===== config.mk =====
export PLATFORM = sky130hd
export DESIGN_NAME = cjp_divider
export DESIGN_NICKNAME = d
export VERILOG_FILES = /design/src/rtl/cjp_pkg.sv /design/src/rtl/cjp_divider.sv
export SDC_FILE = /design/constraint.sdc
export NUM_CORES = 1
export LEC_CHECK = 0
export ABC_AREA = 1
export BUFFER_PORTS_ARGS = -buffer_cell sky130_fd_sc_hd__buf_2
export CAP_MARGIN = 20
export CORE_UTILIZATION = 54
export DETAILED_ROUTE_END_ITERATION = 6
export PLACE_DENSITY = 0.87
export REMOVE_ABC_BUFFERS = 1
export SLEW_MARGIN = 20
export SYNTH_ARGS = -nofsm -noshare
export SYNTH_HDL_FRONTEND = slang
export SYNTH_SLANG_ARGS = --single-unit

===== constraint.sdc =====
create_clock -name clock -period 2.9 [get_ports clock]
set_input_delay 0 -clock clock [delete_from_list [all_inputs] [get_ports clock]]
set_output_delay 0 -clock clock [all_outputs]
set_load 0.01 [all_outputs]

===== src/rtl/cjp_pkg.sv =====
`timescale 1ns / 1ps

package cjp_pkg;

   localparam int Q_W       = 32;   // Q16.16 word
   localparam int QUOT_W    = 33;   // reciprocal quotient never exceeds 2^32
   localparam int DIV_STEPS = 33;
   localparam int MAG_W     = 49;   // rounded magnitude before clipping

   typedef enum logic [1:0] {
      OP_CLEAR = 2'd0,
      OP_LOAD  = 2'd1,
      OP_APPLY = 2'd2
   } op_type;

   typedef enum logic [1:0] {
      STAT_APPLIED = 2'd0,
      STAT_STORED  = 2'd1,
      STAT_SKIPPED = 2'd2,
      STAT_CLEARED = 2'd3
   } status_type;

   typedef enum logic [3:0] {
      S_IDLE,
      S_CLEAR,
      S_LOAD_SQ,
      S_LOAD_SUM,
      S_LOAD_START,
      S_LOAD_DIV,
      S_LOAD_WR,
      S_APPLY_RD,
      S_APPLY_MUL,
      S_APPLY_SUM,
      S_APPLY_OUT,
      S_DONE
   } state_type;

   typedef struct packed {
      logic            sat;
      logic [Q_W-1:0]  value;
   } clip_type;

   // sign and magnitude to two's complement, saturating
   function automatic clip_type clip_q(input logic neg, input logic [MAG_W-1:0] mag);
      clip_type r;
      r.sat   = 1'b0;
      r.value = '0;
      if (!neg) begin
         if (mag > MAG_W'(32'h7FFF_FFFF)) begin
            r.sat   = 1'b1;
            r.value = 32'h7FFF_FFFF;
         end else begin
            r.value = mag[Q_W-1:0];
         end
      end else begin
         if (mag > MAG_W'(32'h8000_0000)) begin
            r.sat   = 1'b1;
            r.value = 32'h8000_0000;
         end else begin
            r.value = ~mag[Q_W-1:0] + 32'd1;
         end
      end
      return r;
   endfunction

endpackage


===== src/rtl/cjp_divider.sv =====
`timescale 1ns / 1ps

// Restoring divider, one quotient bit per cycle. Caller guarantees the
// quotient fits in QUOT_W bits and denom is nonzero.
module cjp_divider (
   input  logic                      clock,
   input  logic                      reset,
   input  logic                      start,
   input  logic [63:0]               numer,
   input  logic [63:0]               denom,
   output logic                      done,
   output logic [cjp_pkg::QUOT_W-1:0] quotient
);

   localparam logic [5:0] LAST_STEP = 6'(cjp_pkg::DIV_STEPS - 1);

   logic                       busy_ff, busy_in;
   logic                       done_ff, done_in;
   logic [5:0]                 step_ff, step_in;
   logic [cjp_pkg::QUOT_W-1:0] num_ff, num_in;
   logic [cjp_pkg::QUOT_W-1:0] quo_ff, quo_in;
   logic [63:0]                den_ff, den_in;
   logic [63:0]                rem_ff, rem_in;
   logic [63:0]                shifted;
   logic                       fits;

   // remainder stays below denom <= 2^63, so its top bit is always clear
   assign shifted = {rem_ff[62:0], num_ff[cjp_pkg::QUOT_W-1]};
   assign fits    = shifted >= den_ff;

   always_comb begin
      busy_in = busy_ff;
      done_in = 1'b0;
      step_in = step_ff;
      num_in  = num_ff;
      quo_in  = quo_ff;
      den_in  = den_ff;
      rem_in  = rem_ff;
      if (start) begin
         busy_in = 1'b1;
         step_in = '0;
         num_in  = numer[cjp_pkg::QUOT_W-1:0];
         den_in  = denom;
         rem_in  = 64'(numer[63:cjp_pkg::QUOT_W]);
         quo_in  = '0;
      end else if (busy_ff) begin
         rem_in  = fits ? shifted - den_ff : shifted;
         quo_in  = {quo_ff[cjp_pkg::QUOT_W-2:0], fits};
         num_in  = {num_ff[cjp_pkg::QUOT_W-2:0], 1'b0};
         step_in = step_ff + 6'd1;
         if (step_ff == LAST_STEP) begin
            busy_in = 1'b0;
            done_in = 1'b1;
         end
      end
   end

   always_ff @(posedge clock) begin
      if (reset) begin
         busy_ff <= 1'b0;
         done_ff <= 1'b0;
         step_ff <= '0;
      end else begin
         busy_ff <= busy_in;
         done_ff <= done_in;
         step_ff <= step_in;
      end
   end

   always_ff @(posedge clock) begin
      num_ff <= num_in;
      quo_ff <= quo_in;
      den_ff <= den_in;
      rem_ff <= rem_in;
   end

   assign done     = done_ff;
   assign quotient = quo_ff;

endmodule


Word level (Yosys, flattened, before mapping)
Index checks and enable logic that the tools add are counted.
Storage, ports and cells
  input port bits: 131
  memories: 0
  RAM bits: 0
  bits in latches: 0
  word-level logic and storage cells: 25
  output and inout bits: 34
  register bits after elaboration: 201
  bits in read-only memories: 0
Cells by class
  shift operators: 0
  multiply operators: 0
  div/mod/pow operators: 0
  muxes and demuxes: 9
  $add $sub $neg: 2
  equal/unequal tests: 1
  reductions and logical operators: 3
  bitwise logic cells: 1
  order comparisons: 1
Operator list (count)
  two-way mux 33 bit: 2
  >= comparator 64 bit: 1
  two-way mux 63 bit: 1
  subtractor 63 bit: 1
  two-way mux 31 bit: 2
  adder 6 x 1 -> 6 bit (second input constant): 1
  equality test 6 bit (second input constant): 1
  two-way mux 1 bit: 4
  OR reduction 3 bit: 1
  nonzero test 2 bit: 1
  OR reduction 2 bit: 1
  NOT 1 bit: 1

Depth between registers and ports, before layout
Gate-level depths: netlist of the first run.
  depth after elaboration: 4
  mapped depth: 19
  mapped depth without buffers: 18

Worst setup path after synthesis of the first run
No wires, ideal clock.
  path type: reg-to-reg
  start point: register busy_ff
  end point: register num_ff[0] (netlist name) (enable)
  data arrival time: 2.621 ns
  setup slack: -0.175 ns
  stages on the path, launching flop included: 5
  setup time: 0.454 ns
  cell sequence: dfxtp_1 > buf_2 > nor2_1 > clkinv_1 > clkbuf_1
On the way
  longest elaborated chain between the ends: 1
Ends and longest elaborated chain
  start: declaration: RTL line cjp_divider.sv:17  | logic busy_ff, busy_in;
  start signal: assignment: RTL line cjp_divider.sv:64  | busy_ff <= busy_in;
  nonzero test 2 bit (no source line)
  end signal: assignment: RTL line cjp_divider.sv:71  | num_ff <= num_in;
  end: declaration: RTL line cjp_divider.sv:20  | logic [cjp_pkg::QUOT_W-1:0] num_ff, num_in;
No other way between the ends.
A chain may end at the register's enable or synchronous reset.

Worst setup path in the final report of the first run
  start point: register num_ff[32] (netlist name)
  end point: register rem_ff[0] (data pin)
On the way
  longest elaborated chain between the ends: 4
  elaborated cells between the ends (all ways): 5
  classes of those cells: 1 x add/sub; 1 x order compare; 3 x mux
Ends and longest elaborated chain
  subtractor 63 bit or >= comparator 64 bit (tied branches): RTL line cjp_divider.sv:47, cjp_divider.sv:29
  two-way mux 63 bit *: RTL line cjp_divider.sv:47  | rem_in = fits ? shifted - den_ff : shifted;
  two-way mux 31 bit *: RTL line cjp_divider.sv:46  | end else if (busy_ff) begin
  two-way mux 31 bit *: RTL line cjp_divider.sv:39  | if (start) begin
  named net rem_in[0]: RTL line cjp_divider.sv:23  | logic [63:0] rem_ff, rem_in;
  end signal: assignment: RTL line cjp_divider.sv:74  | rem_ff <= rem_in;
  end: declaration: RTL line cjp_divider.sv:23
Mark *: on every way through the listed nets, which the timed path passes. The rest lies on a longest branch. The select of a mux whose other input is x is not followed.

==> impl_metrics.json, run 1 <==
{
  "criticalPathCategory": "register to register",
  "tns_ns": -0.0299,
  "syn-cell-area_mm2": 0.0131,
  "die_w_um": 158,
  "post-place-ws_ns": -0.0824,
  "gr-usage-met2_pct": 59.0,
  "critPathLaunch": "num_ff[32]",
  "via_per_inst": 5.39,
  "stdcell_count": 2521,
  "routed_wl_mm": 44.2,
  "cts.path.max_buffers": 3,
  "cp_cell_sequence": "inv_1 -> ha_2 -> inv_1 -> fa_2 -> nand3_2 -> nand3_2 -> nand2_2 -> nand2_2 -> nand2_2 -> nand2_4 -> nand2_4 -> nand3_4 -> nand2_4 -> nand2_8 -> buf_16 -> o21ai_0 -> o21ai_1",
  "powerDensity_mw_per_mm2": 474,
  "critical-path-max-stage-delay_ns": 0.42,
  "place_hpwl_mm": 30.1,
  "grt_pass1_wl_mm": 66.8,
  "syn_avg_cell_area_um2": 7.08,
  "dp_cells": 2341,
  "finish.net_count": 2384,
  "power_mw": 8.00,
  "diodes": 0,
  "place_congestion": 1.00,
  "grtUsageMet3_pct": 6.19,
  "layout_min_cycle_time_ns": 2.93,
  "start_util_pct": 55.5,
  "failed_checks": "negative setup slack",
  "grtUsageMet1_pct": 44.1,
  "drive_gt1_share_pct": 14.9,
  "synthCells": 1856,
  "grt_util_all_layers_pct": 35.0,
  "cp.arrival_ns": 3.15,
  "critPathBufInv": 3,
  "min_period_over_period_pct": 101,
  "critPathSlowestCell": "fa_2",
  "ios": 165,
  "synth_edf_count": 128,
  "cts_root_buffer": "clkbuf_16",
  "fin_ws_ns": -0.0299,
  "clock_latency_ns": 0.52,
  "cts_made_buffers": 22,
  "die_h_um": 158,
  "hold_violations": 0,
  "synth.distinct_cells": 44,
  "max_freq_mhz": 341,
  "ys_seq_elements": 201,
  "setup_violations": 1,
  "worst_pin_slew_ns": 0.992,
  "portBuffers": 164,
  "synth_ff_type": "edfxtp_1",
  "crit_required_ns": 3.12,
  "synthArstFlopShare_pct": 0,
  "grt_start_max_net_pins": 122,
  "design_area_mm2": 0.0169,
  "hp-class": "input pin to register",
  "syn2layout_area_growth_pct": 28.4,
  "gr-total-overflow": 0,
  "drv_slew": 0,
  "final_antenna_net_count": 0,
  "clk_pin_slew_worst_paths_ns": 0.07,
  "leakage_nw": 8.39,
  "grt_pass1_vias": 13200,
  "cp_top_family": "simple AND/OR/NAND/NOR gates",
  "skew_ns": 0.0160,
  "r2r-start": "num_ff[32]",
  "initialDrtViolationCount": 1128,
  "busiest_layer": "met2",
  "clock_sinks": 201,
  "std_cell_rows": 56,
  "fin_util_pct": 71.3,
  "nFillCells": 1820,
  "yosysWarnings": 0,
  "status": "finished with violations",
  "antenna_found_initial": 0,
  "end_kind": "register",
  "core_area_mm2": 0.0237,
  "r2r_setup_slack_ns": -0.03,
  "htreeDepth": 1,
  "dieArea_mm2": 0.0250,
  "cts_tree": "yes",
  "placed_cell_area_mm2": 0.0146,
  "whs_ns": 0.181,
  "wl_per_cell_um": 17.5,
  "worstSetupStartpointType": "register",
  "drtPass1Iterations": 6,
  "num_vias": 13600,
  "drc": 0,
  "relSlewSlack_pct": 33.8,
  "min_from": "denom[32]",
  "crit_fanout": 20,
  "ir_drop_mv": 0.475,
  "ys_seq_area_share_pct": 40.4,
  "cap_viol_max_count": 0
}
layout make-up:
type	count	area [um2]	area share [%]
multi-input combinational	1280	6590	39.0
clock inverter	11	98.8	0.586
timing repair buffer	346	2620	15.5
clock buffer	29	604	3.58
sequential	201	5310	31.4
inverter	335	1260	7.46
tap	319	399	2.37
cell usage after synthesis, drive strengths merged (25+ instances only):
cell | number | share of area [%]
nand2 | 647 | 19
inv | 333 | 9.5
edfxtp | 128 | 29
nor2 | 126 | 3.9
nand3 | 107 | 4.3
o21ai | 99 | 3.8
a21oi | 85 | 3.3
dfxtp | 73 | 11
ha | 66 | 6.3
o22ai | 30 | 1.4
xnor2 | 29 | 1.9
clkbuf | 25 | 0.71
placed cells by master, fill, tap and decap left out, types with 12 or more instances in the layout:
master and count:
a21oi_1 80, o22ai_1 30, buf_4 41, o21ai_0 80, nor2_1 108, edfxtp_1 128
dlygate4sd3_1 133, nand2_1 633, or2_1 12, buf_2 163, inv_1 325, dfxtp_1 73
xnor2_1 29, nand3_1 97, nor2_2 15, ha_1 58, nand4_1 14, clkbuf_16 22
nor3_1 19, o21ai_1 16
per-layer routing:
metal / up-vias / wire [um]
met5: - / 0
met4: 0 / 1740
met3: 129 / 3720
met2: 654 / 20400
met1: 6226 / 18400
li1: 6572 / -
sequential cells by signal (all words and copies together), names as in the netlist:
signal    flops
num_ff       33
quotient     33
done          1
busy_ff       1
den_ff       64
rem_ff       63
step_ff       6
power breakdown:
part | leakage, nW | internal, mW | switching (mW)
sequential | 1.87 | 3.25 | 0.0834
clock | 0.353 | 1.57 | 1.21
combinational | 6.16 | 0.723 | 1.16
kinds of logic (layout without fill, tap and decap cells):
kind of cell	Yosys count	in the layout	synth area share, %
compound gates	243	243	10.4
simple gates	940	940	29.7
buf+inv	375	721	11.1
fa+ha+maj	67	67	6.44
flops	201	201	40.4
xor+xnor	30	30	2.00
what timing repair did:
| action | 4_1_cts | 5_1_grt |
|---|---|---|
| setup endpoints to repair | 27 | 59 |
| setup buffers | 2 | 5 |
| pin swaps | 2 | 7 |
| endpoints found under the hold margin | 149 | 0 |
| resized for setup | 6 | 39 |
| hold buffers | 133 | 0 |
| cloned | 1 | 0 |
worst register-to-register path: stages, from the launching register on:
cell	delay (ns)
edfxtp_1	0.40
inv_1	0.08
ha_2	0.17
inv_1	0.06
fa_2	0.42
nand3_2	0.11
nand3_2	0.09
nand2_2	0.07
nand2_2	0.06
nand2_2	0.08
nand2_4	0.07
nand2_4	0.09
nand3_4	0.11
nand2_4	0.11
nand2_8	0.11
buf_16	0.18
o21ai_0	0.26
o21ai_1	0.16
path summary, 6_finish.rpt:
kind                endpoint  cells after the start
setup / recovery   rem_ff[0]                     17
hold / removal    den_ff[32]                      2
setup reg to reg   rem_ff[0]                     17
hold reg to reg   rem_ff[54]                      2
Power figures use the tool's default switching activity.
==> run 2: changes to the inputs <==
- CORE_UTILIZATION: 54 -> 59
- PLACE_DENSITY: 0.87 -> 0.9
- clock period: 2.9 -> 3.09 ns (I/O delays scaled with it)
==> run 2 against run 1 <==
Against the previous run: the run now ends clean; cell count is 2.1% lower; non-clock buffer count is 17 lower; critical path type unchanged; largest cell class unchanged; sequential power is 6% lower; sequential share of layout area is 0.47 points higher; critical endpoint is now rem_ff[30]; setup slack better by 0.095 ns.
==> impl_metrics.json, run 2 (synthesis results as in run 1) <==
{
  "portBuffers": 164,
  "gr-total-overflow": 0,
  "syn2layout_area_growth_pct": 26.5,
  "dp_cells": 2277,
  "cts.path.max_buffers": 3,
  "grt_util_all_layers_pct": 41.7,
  "r2r_end": "rem_ff[30]",
  "worst_pin_slew_ns": 0.936,
  "critPathBufInv": 3,
  "start_util_pct": 60.2,
  "final_common_cell": "nand2_1",
  "dieArea_mm2": 0.0229,
  "cp_top_family": "simple AND/OR/NAND/NOR gates",
  "criticalPathCategory": "register to register",
  "reg2reg_depth": 17,
  "setup_violations": 0,
  "final_cell_mix": "nand2_1, inv_1, buf_2",
  "power_mw": 7.65,
  "grt_pass1_wl_mm": 72.2,
  "cts_made_buffers": 22,
  "place_congestion": 1.02,
  "antenna_found_initial": 0,
  "htreeDepth": 1,
  "finish.net_count": 2369,
  "critical-path-max-stage-delay_ns": 0.40,
  "die_h_um": 151,
  "largest_reg_flops": 64,
  "drv_slew": 0,
  "crit_fanout": 9,
  "routed_wl_mm": 49.1,
  "end_kind": "register",
  "nFillCells": 1473,
  "worstSetupStartpointType": "register",
  "multiInputGateArea_mm2": 0.00645,
  "leakage_nw": 8.29,
  "cts_root_buffer": "clkbuf_16",
  "cp.arrival_ns": 3.29,
  "hold_violations": 0,
  "core_area_mm2": 0.0218,
  "critPathLaunch": "num_ff[32]",
  "design_area_mm2": 0.0166,
  "std_cell_rows": 54,
  "top_regs": "den_ff: 64 flops, rem_ff: 63 flops",
  "status": "completed",
  "hp-class": "input pin to register",
  "diodes": 0,
  "placed_cell_area_mm2": 0.0143,
  "cap_viol_max_count": 0,
  "drive_gt1_share_pct": 12.7,
  "r2r-start": "num_ff[32]",
  "stdcell_count": 2467,
  "clk_pin_slew_worst_paths_ns": 0.07,
  "regMostFlops": "den_ff",
  "seq_area_mm2": 0.00531,
  "skew_ns": 0.0207,
  "place_hpwl_mm": 29.9,
  "wl_per_cell_um": 19.9,
  "critPathSlowestCell": "edfxtp_1",
  "num_vias": 14400,
  "initialDrtViolationCount": 1683,
  "max_freq_mhz": 331,
  "cts_tree": "yes",
  "min_period_over_period_pct": 97.9,
  "cp-endpoint": "rem_ff[30]",
  "relSlewSlack_pct": 37.6,
  "grt_pass1_vias": 13900,
  "cp_cell_sequence": "inv_1 -> ha_1 -> inv_1 -> fa_2 -> nand3_2 -> nand3_2 -> nand2_1 -> nand2_1 -> nand2_1 -> nand2_2 -> nand2_1 -> nand3_2 -> nand2_4 -> nand2_8 -> buf_4 -> o21ai_0 -> o21ai_0",
  "cp.depth": 17,
  "ir_drop_mv": 0.430,
  "tns_ns": 0,
  "drtPass1Iterations": 7,
  "clock_latency_ns": 0.55,
  "crit_required_ns": 3.36,
  "powerDensity_mw_per_mm2": 460,
  "via_per_inst": 5.82,
  "layout_min_cycle_time_ns": 3.02,
  "ios": 165,
  "grt_start_max_net_pins": 116,
  "r2r_setup_slack_ns": 0.07,
  "clock_sinks": 201,
  "die_w_um": 151,
  "final_antenna_net_count": 0,
  "drc": 0,
  "cp_common_cell": "nand2_1"
}
[run 2: cell types whose count changed in the layout (fill, tap and decap cells not counted), sizes merged]
cell	previous run	this run
buf	213	185
dlygate4sd3	133	141
clkbuf	29	35
inv	337	334
nand2	647	649
[run 2: how the worst min path moves through the flow]
stage / depth (start not counted) / end / start
floorplan: 1 / rem_ff[62] / start
global placement: 1 / den_ff[49] / denom[49]
detailed placement: 1 / den_ff[32] / denom[32]
CTS: 2 / den_ff[62] / denom[62]
global route: 2 / den_ff[26] / denom[26]
finish: 2 / den_ff[26] / denom[26]
[run 2: metal layers]
layer  up-vias  track usage, %  routed length [um]
met4         0            21.3                3090
met2      1049            70.4               22600
met3       276            8.10                4750
met1      6484            50.2               18700
met5         -               0                   0
li1       6544               -                   -
[run 2: repair_timing]
item	4_1_cts	5_1_grt
setup endpoints to repair	0	64
endpoints found under the hold margin	154	0
buffers inserted	0	4
hold buffers	141	0
resized for setup	0	14
[run 2: metrics by stage]
step / worst slack [ns] / hold WS [ns] / util, %
5_1_grt: -0.0210 / 0.171 / 76.2
3_3_place_gp: 0.216 / 0.177 / 65.5
3_5_place_dp: 0.0681 / 0.178 / 65.5
4_1_cts: 0.0497 / 0.154 / 75.4
6_report: 0.0655 / 0.166 / 76.2
2_1_floorplan: -1.29 / 0.0624 / -
[run 2: final cells by class]
cell class                 count  share of cell area, %
clock buffer                  32                   3.84
clock inverter                 8                  0.564
inverter                     335                   7.57
multi-input combinational   1282                   38.8
sequential                   201                   31.9
tap                          280                   2.11
timing repair buffer         329                   15.2
[run 2: power by group]
group          total, mW  internal, mW  switching (mW)
registers           3.14          3.05          0.0857
logic               1.75         0.627            1.13
clock network       2.76          1.53            1.22
total               7.65          5.21            2.44
==> run 3: changes to the inputs <==
- CORE_UTILIZATION: 59 -> 54
- PLACE_DENSITY: 0.9 -> 0.87
- clock period: 3.09 -> 2.75 ns (I/O delays scaled with it)
==> run 3 against run 2 <==
Against the previous run: the flow now finishes with violations (negative setup slack); cell area is 5.7% higher; register-to-register slack worse by 0.24 ns; hold slack worse by 0.0027 ns; setup slack worse by 0.24 ns; critical path depth is 2 lower; power up 19%; cell count grew 3.4%; sequential power is 12% higher; clock-buffer cell count down 2; die area grew 9.1%; maximum frequency rose by 3.3%.
==> impl_metrics.json, run 3 (synthesis results as in run 1) <==
{
  "worst_pin_slew_ns": 0.979,
  "stdcell_count": 2551,
  "status": "finished with violations",
  "crit_fanout": 7,
  "clock_sinks": 201,
  "portBuffers": 164,
  "r2r_setup_slack_ns": -0.18,
  "start_util_pct": 55.5,
  "power_mw": 9.07,
  "wl_per_cell_um": 19.2,
  "cp_top_family": "simple AND/OR/NAND/NOR gates",
  "grt_util_all_layers_pct": 37.6,
  "final_cell_mix": "nand2_1, inv_1, buf_2",
  "crit_required_ns": 3.18,
  "cts_made_buffers": 23,
  "critPathSlowestCell": "edfxtp_1",
  "grt_pass1_vias": 13600,
  "layout_min_cycle_time_ns": 2.93,
  "cp_common_cell": "nand2_1",
  "r2r-start": "rem_ff[19]",
  "die_w_um": 158,
  "powerDensity_mw_per_mm2": 516,
  "drtPass1Iterations": 6,
  "grt_setup_unrepaired": "yes",
  "end_kind": "register",
  "htreeDepth": 1,
  "critPathBufInv": 3,
  "clock_latency_ns": 0.55,
  "diodes": 0,
  "drive_gt1_share_pct": 17.0,
  "cap_viol_max_count": 0,
  "hp-class": "input pin to register",
  "grt_pass1_wl_mm": 71.6,
  "ir_drop_mv": 0.605,
  "cts_tree": "yes",
  "cts_root_buffer": "clkbuf_16",
  "worstSetupStartpointType": "register",
  "initialDrtViolationCount": 1726,
  "nFillCells": 1675,
  "failed_checks": "negative setup slack",
  "cts.path.max_buffers": 3,
  "grt_start_max_net_pins": 124,
  "final_common_cell": "nand2_1",
  "std_cell_rows": 56,
  "dp_cells": 2343,
  "syn2layout_area_growth_pct": 33.7,
  "max_freq_mhz": 341,
  "via_per_inst": 5.58,
  "gr-total-overflow": 0,
  "finish.net_count": 2413,
  "cp-endpoint": "rem_ff[43]",
  "cp_cell_sequence": "ha_4 -> nand2_1 -> nor2_2 -> nand2_1 -> nor2_4 -> nand4_1 -> nand3_4 -> nand2_4 -> nand2_8 -> buf_12 -> buf_16 -> buf_4 -> nand3_1 -> nand3_2 -> nand2_1",
  "relSlewSlack_pct": 34.7,
  "hold_violations": 0,
  "num_vias": 14200,
  "ios": 165,
  "cp.arrival_ns": 3.36,
  "seq_area_mm2": 0.00531,
  "min_period_over_period_pct": 106,
  "r2r_end": "rem_ff[43]",
  "leakage_nw": 8.58,
  "dieArea_mm2": 0.0250,
  "placed_cell_area_mm2": 0.0146,
  "clk_pin_slew_worst_paths_ns": 0.06,
  "place_hpwl_mm": 30.4,
  "drc": 0,
  "critPathLaunch": "rem_ff[19]",
  "largest_reg_flops": 64,
  "die_h_um": 158,
  "setup_violations": 46,
  "fin_ws_ns": -0.179,
  "design_area_mm2": 0.0176,
  "final_antenna_net_count": 0,
  "critical-path-max-stage-delay_ns": 0.47,
  "top_regs": "den_ff: 64 flops, rem_ff: 63 flops",
  "antenna_found_initial": 0,
  "core_area_mm2": 0.0237,
  "criticalPathCategory": "register to register",
  "routed_wl_mm": 48.9,
  "whs_ns": 0.163,
  "regMostFlops": "den_ff",
  "skew_ns": 0.0245,
  "cp.depth": 15,
  "place_congestion": 0.986,
  "reg2reg_depth": 15,
  "drv_slew": 0,
  "multiInputGateArea_mm2": 0.00684
}
run 3: cell types whose count changed in the layout (fill, tap and decap cells not counted), sizes merged:
cell / delta
nand2: -2
inv: +3
clkbuf: -2
clkinvlp: +1
clkinv: -1
bufinv: +1
buf: +43
dlygate4sd3: +2
run 3: metal layers:
layer,GRT usage [%],share of wire (%),vias to the layer above
met5,0,0,-
met2,63.7,47,914
met4,16.7,5.1,0
met3,6.21,9.4,217
met1,47.0,39,6484
li1,-,-,6624
run 3: timing repair:
action / 4_1_cts / 5_1_grt
pin swaps: 0 / 15
cloned: 1 / 3
hold buffers: 143 / 0
buffers inserted: 3 / 16
endpoints found under the setup margin: 25 / 64
endpoints found under the hold margin: 148 / 0
gates resized for setup: 10 / 93
run 3: how the worst min path moves through the flow:
stage	start	endpoint	slack, ns	depth (start not counted)
floorplan	start	rem_ff[62]	0.06	1
global placement	denom[46]	den_ff[46]	0.18	1
detailed placement	denom[48]	den_ff[48]	0.18	1
CTS	denom[59]	den_ff[59]	0.16	2
global route	denom[34]	den_ff[34]	0.17	2
finish	denom[34]	den_ff[34]	0.16	2
run 3: cell type report:
| type | count | area share, % |
|---|---|---|
| clock buffers | 30 | 3.90 |
| clock inverters | 12 | 0.769 |
| inverters | 335 | 7.18 |
| multi-input cells | 1280 | 38.9 |
| flip-flops and latches | 201 | 30.2 |
| well taps | 319 | 2.27 |
| repair buffers | 374 | 16.8 |
run 3: report_power, final:
part	internal (mW)	leakage [nW]	switching (mW)
sequential	3.43	1.87	0.101
clock	1.96	0.399	1.40
combinational	0.861	6.31	1.32
run 3: through the flow:
step / setup TNS, ns / utilization (%) / setup slack, ns
2_1_floorplan: -156.60 / - / -1.63
3_3_place_gp: 0 / 61.5 / 0.0237
3_5_place_dp: -0.993 / 61.5 / -0.0895
4_1_cts: 0 / 71.6 / 0.000142
5_1_grt: -2.13 / 74.2 / -0.240
6_report: -2.37 / 74.2 / -0.179
